## src/sv/ritoa_pkg.sv

```systemverilog
package ritoa_pkg;

   localparam int NUMBER_WIDTH   = 32;
   localparam int RADIX_WIDTH    = 6;
   localparam int DIGIT_WIDTH    = 6;
   localparam int CHAR_WIDTH     = 7;
   localparam int REQ_DATA_WIDTH = 32;
   localparam int RSP_DATA_WIDTH = 8;

   localparam int VALUE_BITS_DEFAULT = 32;
   localparam int MAX_DIGITS_DEFAULT = 32;

   localparam int STEP_BITS = 8;

   localparam logic [RADIX_WIDTH-1:0] RADIX_MIN   = 6'd2;
   localparam logic [RADIX_WIDTH-1:0] RADIX_MAX   = 6'd36;
   localparam logic [RADIX_WIDTH-1:0] RADIX_RESET = 6'd10;

   localparam logic [CHAR_WIDTH-1:0] CHAR_ZERO    = 7'd48;
   localparam logic [CHAR_WIDTH-1:0] CHAR_NINE    = 7'd57;
   localparam logic [CHAR_WIDTH-1:0] CHAR_A_SHIFT = 7'd87;
   localparam logic [CHAR_WIDTH-1:0] CHAR_LAST    = 7'd122;

   function automatic logic [CHAR_WIDTH-1:0] digit_to_char(input logic [DIGIT_WIDTH-1:0] digit);
      logic [DIGIT_WIDTH-1:0] d;
      d = (digit > DIGIT_WIDTH'(35)) ? DIGIT_WIDTH'(35) : digit;
      if (d < DIGIT_WIDTH'(10)) begin
         digit_to_char = CHAR_ZERO + CHAR_WIDTH'(d);
      end else begin
         digit_to_char = CHAR_A_SHIFT + CHAR_WIDTH'(d);
      end
   endfunction

   function automatic logic [RADIX_WIDTH-1:0] clamp_radix(input logic [RADIX_WIDTH-1:0] value);
      if (value < RADIX_MIN) begin
         clamp_radix = RADIX_MIN;
      end else if (value > RADIX_MAX) begin
         clamp_radix = RADIX_MAX;
      end else begin
         clamp_radix = value;
      end
   endfunction

endpackage

```

## src/sv/ritoa_front.sv

```systemverilog
module ritoa_front #(
   parameter int VALUE_BITS = ritoa_pkg::VALUE_BITS_DEFAULT
) (
   input  logic                                  clock,
   input  logic                                  reset,
   input  logic                                  req_tvalid,
   output logic                                  req_tready,
   // [31:0] number
   input  logic [ritoa_pkg::REQ_DATA_WIDTH-1:0]  req_tdata,
   output logic                                  q_valid,
   input  logic                                  q_ready,
   output logic [VALUE_BITS-1:0]                 q_number
);

   localparam int IN_BITS = (VALUE_BITS < ritoa_pkg::NUMBER_WIDTH) ?
                            VALUE_BITS : ritoa_pkg::NUMBER_WIDTH;

   logic [VALUE_BITS-1:0] slot_ff [2];
   logic                  wr_ptr_ff, wr_ptr_in;
   logic                  rd_ptr_ff, rd_ptr_in;
   logic [1:0]            count_ff, count_in;
   logic                  push, pop;
   logic [VALUE_BITS-1:0] number_masked;

   assign number_masked = VALUE_BITS'(req_tdata[IN_BITS-1:0]);
   assign req_tready    = (count_ff != 2'd2);
   assign q_valid       = (count_ff != 2'd0);
   assign q_number      = slot_ff[rd_ptr_ff];
   assign push          = req_tvalid && req_tready;
   assign pop           = q_valid && q_ready;

   always_comb begin
      wr_ptr_in = push ? ~wr_ptr_ff : wr_ptr_ff;
      rd_ptr_in = pop ? ~rd_ptr_ff : rd_ptr_ff;
      count_in  = count_ff;
      if (push && !pop) begin
         count_in = count_ff + 2'd1;
      end else if (pop && !push) begin
         count_in = count_ff - 2'd1;
      end
   end

   always_ff @(posedge clock) begin
      if (reset) begin
         wr_ptr_ff <= 1'b0;
         rd_ptr_ff <= 1'b0;
         count_ff  <= 2'd0;
      end else begin
         wr_ptr_ff <= wr_ptr_in;
         rd_ptr_ff <= rd_ptr_in;
         count_ff  <= count_in;
      end
   end

   always_ff @(posedge clock) begin
      if (push) begin
         slot_ff[wr_ptr_ff] <= number_masked;
      end
   end

endmodule

```

## src/sv/ritoa_back.sv

```systemverilog
module ritoa_back #(
   parameter int VALUE_BITS = ritoa_pkg::VALUE_BITS_DEFAULT,
   parameter int MAX_DIGITS = ritoa_pkg::MAX_DIGITS_DEFAULT
) (
   input  logic                               clock,
   input  logic                               reset,
   input  logic [ritoa_pkg::RADIX_WIDTH-1:0]  radix,
   input  logic                               q_valid,
   output logic                               q_ready,
   input  logic [VALUE_BITS-1:0]              q_number,
   output logic                               rsp_tvalid,
   input  logic                               rsp_tready,
   // [6:0] character, [7] zero
   output logic [ritoa_pkg::RSP_DATA_WIDTH-1:0] rsp_tdata,
   output logic                               rsp_tlast
);

   localparam int DW         = ritoa_pkg::DIGIT_WIDTH;
   localparam int SB         = ritoa_pkg::STEP_BITS;
   localparam int DIV_CYCLES = (VALUE_BITS + SB - 1) / SB;
   localparam int PAD_BITS   = DIV_CYCLES * SB;
   localparam int SW         = (DIV_CYCLES > 1) ? $clog2(DIV_CYCLES) : 1;
   localparam int CW         = $clog2(MAX_DIGITS + 1);
   localparam int AW         = $clog2(MAX_DIGITS);

   typedef enum logic [1:0] {
      ST_IDLE,
      ST_DIVIDE,
      ST_PREP,
      ST_EMIT
   } state_type;

   state_type           state_ff, state_in;
   logic [DW-1:0]       rem_ff, rem_in;
   logic [PAD_BITS-1:0] quo_ff, quo_in;
   logic [SW-1:0]       step_ff, step_in;
   logic [CW-1:0]       cnt_ff, cnt_in;
   logic [AW-1:0]       ptr_ff, ptr_in;
   logic [DW-1:0]       rd_data_ff;
   logic [AW-1:0]       rd_addr;
   logic                mem_we;
   logic [DW-1:0]       digit_mem [MAX_DIGITS];

   logic [DW-1:0]       rem_step;
   logic [PAD_BITS-1:0] quo_step;

   always_comb begin : div_step
      logic [DW:0]         trial;
      logic [DW-1:0]       r;
      logic [PAD_BITS-1:0] q;
      r = rem_ff;
      q = quo_ff;
      for (int i = 0; i < SB; i++) begin
         trial = {r, q[PAD_BITS-1]};
         if (trial >= {1'b0, radix}) begin
            r = DW'(trial - {1'b0, radix});
            q = {q[PAD_BITS-2:0], 1'b1};
         end else begin
            r = trial[DW-1:0];
            q = {q[PAD_BITS-2:0], 1'b0};
         end
      end
      rem_step = r;
      quo_step = q;
   end

   assign q_ready    = (state_ff == ST_IDLE);
   assign rsp_tvalid = (state_ff == ST_EMIT);
   assign rsp_tdata  = {1'b0, ritoa_pkg::digit_to_char(rd_data_ff)};
   assign rsp_tlast  = (ptr_ff == '0);

   always_comb begin
      state_in = state_ff;
      rem_in   = rem_ff;
      quo_in   = quo_ff;
      step_in  = step_ff;
      cnt_in   = cnt_ff;
      ptr_in   = ptr_ff;
      rd_addr  = ptr_ff;
      mem_we   = 1'b0;
      case (state_ff)
         ST_IDLE: begin
            if (q_valid) begin
               quo_in   = PAD_BITS'(q_number);
               rem_in   = '0;
               step_in  = '0;
               cnt_in   = '0;
               state_in = ST_DIVIDE;
            end
         end
         ST_DIVIDE: begin
            quo_in = quo_step;
            rem_in = rem_step;
            if (step_ff == SW'(DIV_CYCLES - 1)) begin
               mem_we  = 1'b1;
               cnt_in  = cnt_ff + CW'(1);
               rem_in  = '0;
               step_in = '0;
               if ((quo_step == '0) || (cnt_ff + CW'(1) == CW'(MAX_DIGITS))) begin
                  ptr_in   = cnt_ff[AW-1:0];
                  state_in = ST_PREP;
               end
            end else begin
               step_in = step_ff + SW'(1);
            end
         end
         ST_PREP: begin
            state_in = ST_EMIT;
         end
         ST_EMIT: begin
            if (rsp_tready) begin
               if (ptr_ff == '0) begin
                  state_in = ST_IDLE;
               end else begin
                  ptr_in  = ptr_ff - AW'(1);
                  rd_addr = ptr_ff - AW'(1);
               end
            end
         end
         default: begin
            state_in = ST_IDLE;
         end
      endcase
   end

   always_ff @(posedge clock) begin
      if (reset) begin
         state_ff <= ST_IDLE;
         step_ff  <= '0;
         cnt_ff   <= '0;
         ptr_ff   <= '0;
      end else begin
         state_ff <= state_in;
         step_ff  <= step_in;
         cnt_ff   <= cnt_in;
         ptr_ff   <= ptr_in;
      end
      rem_ff <= rem_in;
      quo_ff <= quo_in;
   end

   always_ff @(posedge clock) begin
      if (mem_we) begin
         digit_mem[cnt_ff[AW-1:0]] <= rem_step;
      end
      rd_data_ff <= digit_mem[rd_addr];
   end

endmodule

```

## src/sv/radix_integer_to_ascii.sv

```systemverilog
// Each number is worked by the shared divider, which retires eight quotient bits per cycle;
// then one character leaves per cycle while rsp_tready is high.
// A two-entry queue takes new numbers while the divider or the output is busy.
// Reset is synchronous and active high; it sets the radix to 10 and empties the queue.
module radix_integer_to_ascii #(
   parameter int VALUE_BITS = ritoa_pkg::VALUE_BITS_DEFAULT,
   parameter int MAX_DIGITS = ritoa_pkg::MAX_DIGITS_DEFAULT
) (
   input  logic                                  clock,
   input  logic                                  reset,
   input  logic                                  req_tvalid,
   output logic                                  req_tready,
   // [31:0] number
   input  logic [ritoa_pkg::REQ_DATA_WIDTH-1:0]  req_tdata,
   output logic                                  rsp_tvalid,
   input  logic                                  rsp_tready,
   // [6:0] character, [7] zero
   output logic [ritoa_pkg::RSP_DATA_WIDTH-1:0]  rsp_tdata,
   output logic                                  rsp_tlast,
   input  logic                                  csr_valid,
   output logic                                  csr_ready,
   input  logic [ritoa_pkg::RADIX_WIDTH-1:0]     csr_data
);

   logic [ritoa_pkg::RADIX_WIDTH-1:0] radix_ff, radix_in;
   logic                              q_valid;
   logic                              q_ready;
   logic [VALUE_BITS-1:0]             q_number;

   assign csr_ready = 1'b1;
   assign radix_in  = (csr_valid && csr_ready) ? ritoa_pkg::clamp_radix(csr_data) : radix_ff;

   always_ff @(posedge clock) begin
      if (reset) begin
         radix_ff <= ritoa_pkg::RADIX_RESET;
      end else begin
         radix_ff <= radix_in;
      end
   end

   ritoa_front #(
      .VALUE_BITS (VALUE_BITS)
   ) u_front (
      .clock      (clock),
      .reset      (reset),
      .req_tvalid (req_tvalid),
      .req_tready (req_tready),
      .req_tdata  (req_tdata),
      .q_valid    (q_valid),
      .q_ready    (q_ready),
      .q_number   (q_number)
   );

   ritoa_back #(
      .VALUE_BITS (VALUE_BITS),
      .MAX_DIGITS (MAX_DIGITS)
   ) u_back (
      .clock      (clock),
      .reset      (reset),
      .radix      (radix_ff),
      .q_valid    (q_valid),
      .q_ready    (q_ready),
      .q_number   (q_number),
      .rsp_tvalid (rsp_tvalid),
      .rsp_tready (rsp_tready),
      .rsp_tdata  (rsp_tdata),
      .rsp_tlast  (rsp_tlast)
   );

   a_radix_range : assert property (@(posedge clock) disable iff (reset)
      (radix_ff >= ritoa_pkg::RADIX_MIN) && (radix_ff <= ritoa_pkg::RADIX_MAX))
      else $error("Radix register left its legal range.");

   a_char_range : assert property (@(posedge clock) disable iff (reset)
      rsp_tvalid |-> (rsp_tdata[ritoa_pkg::CHAR_WIDTH-1:0] >= ritoa_pkg::CHAR_ZERO) &&
                     (rsp_tdata[ritoa_pkg::CHAR_WIDTH-1:0] <= ritoa_pkg::CHAR_LAST))
      else $error("Output character is not a digit or lowercase letter.");

   a_digit_below_radix : assert property (@(posedge clock) disable iff (reset)
      rsp_tvalid |->
         ((rsp_tdata[ritoa_pkg::CHAR_WIDTH-1:0] <= ritoa_pkg::CHAR_NINE) ?
             (rsp_tdata[ritoa_pkg::CHAR_WIDTH-1:0] - ritoa_pkg::CHAR_ZERO) :
             (rsp_tdata[ritoa_pkg::CHAR_WIDTH-1:0] - ritoa_pkg::CHAR_A_SHIFT))
         < ritoa_pkg::CHAR_WIDTH'(radix_ff))
      else $error("Emitted digit is not below the radix.");

endmodule
```

## config.mk

```make
export PLATFORM = sky130hd
export DESIGN_NAME = radix_integer_to_ascii
export DESIGN_NICKNAME = d
export VERILOG_FILES = /design/src/sv/ritoa_pkg.sv /design/src/sv/ritoa_front.sv /design/src/sv/ritoa_back.sv /design/src/sv/radix_integer_to_ascii.sv
export SDC_FILE = /design/constraint.sdc
export NUM_CORES = 1
export LEC_CHECK = 0
export BUFFER_PORTS_ARGS = -buffer_cell sky130_fd_sc_hd__buf_2
export CAP_MARGIN = 30
export CORE_MARGIN = 2
export CORE_UTILIZATION = 53
export DETAILED_ROUTE_END_ITERATION = 6
export PLACE_DENSITY = 0.75
export SETUP_SLACK_MARGIN = 0.02
export SYNTH_ARGS = -nofsm -noshare
export SYNTH_HDL_FRONTEND = slang
export SYNTH_SLANG_ARGS = --single-unit
```

## constraint.sdc

```tcl
create_clock -name clock -period 44.1 [get_ports clock]
set_input_delay 6.615 -clock clock [delete_from_list [all_inputs] [get_ports clock]]
set_output_delay 6.615 -clock clock [all_outputs]
set_load 0.03 [all_outputs]
```

==> flow_summary.ini <==
[outcome]
status = complete, no violations

[detailed_routing]
antenna_left = 0
wirelength_mm = 34.73
avgRoutedWirePerCell_um = 21.00
drtIter0Drc = 782
vias = 9973
first_pass_iters = 6
drc = 0
routed_via_density = 6.030

[floorplanning]
die_area_sq_um = 31610
rows = 63
core_area_sq_um = 29720
ioPinCount = 55
dieWidth_um = 177.8
start_util_pct = 53.87
die_height_um = 177.8

[critical_path]
startpoint_type = register
reg2reg_slack_ps = 25100
crit_arrival_ps = 19230
cp_common_cell = ha_1
worstSetupPathType = register to register
worstPathRequired_ps = 44320
timing.rr.start = radix_ff[1]
critical_path.max_fanout = 32
end_kind = register
cpMaxStageDelayCell = mux2_1
worstSetupEndpoint = u_back.digit_mem[2][1]
cpPeakStageDelay_ps = 930
rr_worst_depth = 68
r2r-end = u_back.digit_mem[2][1]
critical_path.startpoint = radix_ff[1]

[global_route]
overflow = 0
grt_pass1_vias = 9991
gr-usage-all-layers_pct = 22.25
grt_max_degree = 70
grt_antenna_before_repair = 1
grt_pass1_wl_mm = 53.91

[clocking]
cts_tree = done
cts_buffer_depth = 3
htreeDepth = 1
hold_buffers = 0
cts_resized = 0
path_clk_slew_ps = 60
cts.sinks = 326
clockRootBuffer = clkbuf_16
post_cts.repair.setup_buffers = 0
clk_latency_ps = 580
cts_buffers = 31

[sta]
fin_crit_ps = 19000
slew_violations = 0
fmax_ghz = 0.05262
finClkSkew_ps = 16.39
setup_viol = 0
worstMarginPinSlew_ps = 1043
fin_crit_sh_pct = 43.09
tns_ps = 0
hold_violations = 0
slew_headroom_pct = 30.43
rsz0062_at_grt = false

[min_path]
worstHoldPathType = register to register

[final_layout]
layout_commonest_cell = edfxtp_1
layout-drive-gt1-share_pct = 17.02
nNetsFinal = 1349
fill_cells = 2254
layout_common_cells = 294 x edfxtp_1, 86 x nor2_1, 82 x nand2_1
area.growth.synth_to_final_pct = 10.54

[synth]
synth_cells = 1180
synth_cell_types = 83
synth-main-ff-cell = edfxtp_1
avgSynthCellArea_sq_um = 13.57
synthArstFlopShare_pct = 0
synth_warnings = 0
synth_seq_cells = 326
syn-cell-area_sq_um = 16010
ys_seq_area_share_pct = 59.15
synth_edf_count = 294

[placed_design]
hpwl_mm = 23.58
gp_congestion = 0.9101
portBuffers = 51

[job]
drv_cap = 0
==> layout make-up <==
cell class	instances	area (sq um)	share of cell area, %
Clock buffer	47	855.8	4.836
Tap cell	390	488.0	2.758
Antenna cell	1	2.502	0.01414
Sequential cell	326	9470	53.52
Clock inverter	11	100.1	0.5657
Multi-Input combinational cell	761	6211	35.10
Inverter	50	187.7	1.061
Timing Repair Buffer	68	380.4	2.149
==> stage by stage <==
step	std cells	hold slack (ps)	util, %	setup slack [ps]	cell area (sq um)
floorplan	1181	440.1	-	27220	16010
global placement	1594	451.6	56.31	25880	16730
detailed placement	1594	457.6	56.31	25290	16730
CTS	1652	468.0	59.52	25290	17690
global route	1653	478.7	59.54	23530	17690
finish	1654	469.3	59.55	25100	17700
==> sequential cells by signal, indices dropped and copies added, names as in the netlist, named ones only <==
register           count
u_back.rem_ff          6
u_front.rd_ptr_ff      1
u_back.ptr_ff          5
u_back.step_ff         2
u_back.rd_data_ff      6
u_back.quo_ff         32
u_back.cnt_ff          6
u_back.digit_mem     192
u_front.count_ff       2
u_front.wr_ptr_ff      1
u_back.state_ff        2
radix_ff               6
u_front.slot_ff       64
==> how the worst min path moves through the flow <==
stage	start	to	slack, ps	cells past startpoint
after floorplan	radix_ff[4]	radix_ff[4]	440	2
after global placement	radix_ff[3]	radix_ff[3]	450	2
after detailed placement	radix_ff[4]	radix_ff[4]	460	2
after CTS	radix_ff[4]	radix_ff[4]	470	2
after global routing	radix_ff[4]	radix_ff[4]	480	2
final	radix_ff[4]	radix_ff[4]	470	2
==> routing by layer <==
metal	track usage [%]	part of all wire (%)
met5	0	0
met4	6.352	2.5
met3	3.256	5.7
met2	36.82	48
met1	30.77	44
==> cells in the mapped netlist, drive strengths merged (9+ instances only) <==
cell | number | area, sq um
a211oi | 10 | 75.07
a21o | 20 | 150.1
a21oi | 61 | 305.3
buf | 17 | 86.33
clkbuf | 27 | 101.4
dfxtp | 32 | 640.6
edfxtp | 294 | 8828
ha | 60 | 750.7
inv | 50 | 187.7
mux2 | 28 | 319.0
mux2i | 57 | 570.6
mux4 | 48 | 1081
nand2 | 82 | 307.8
nand2b | 14 | 87.58
nand3 | 20 | 100.1
nand4 | 9 | 56.30
nor2 | 87 | 326.6
nor2b | 12 | 75.07
nor3 | 13 | 81.33
nor4 | 9 | 62.56
o211ai | 10 | 75.07
o21ai | 77 | 389.1
xnor2 | 18 | 157.7
xor2 | 16 | 140.1
==> critical path: cells and delay by family, from the launching register on <==
kind            cells  cell delay, ps
buf+inv             6            1030
fa+ha+maj           8            2630
flops               1             660
compound gates     33            8320
mux                 6            2750
simple gates       15            3240
==> logic make-up after synthesis <==
kind of cell | count (synthesis) | share of synthesized area (%)
DFF | 326 | 59.15
muxes | 133 | 12.31
AOI/OAI and AO/OA | 244 | 10.31
buffers and inverters | 94 | 2.345
xor gates and xnor gates | 34 | 1.860
and+or+nand+nor | 279 | 8.285
adders and majority gates | 68 | 5.690
other | 2 | 0.04691
Power is not shown: default switching activity piles up to over one toggle a cycle in this logic, so the estimate is an artifact.
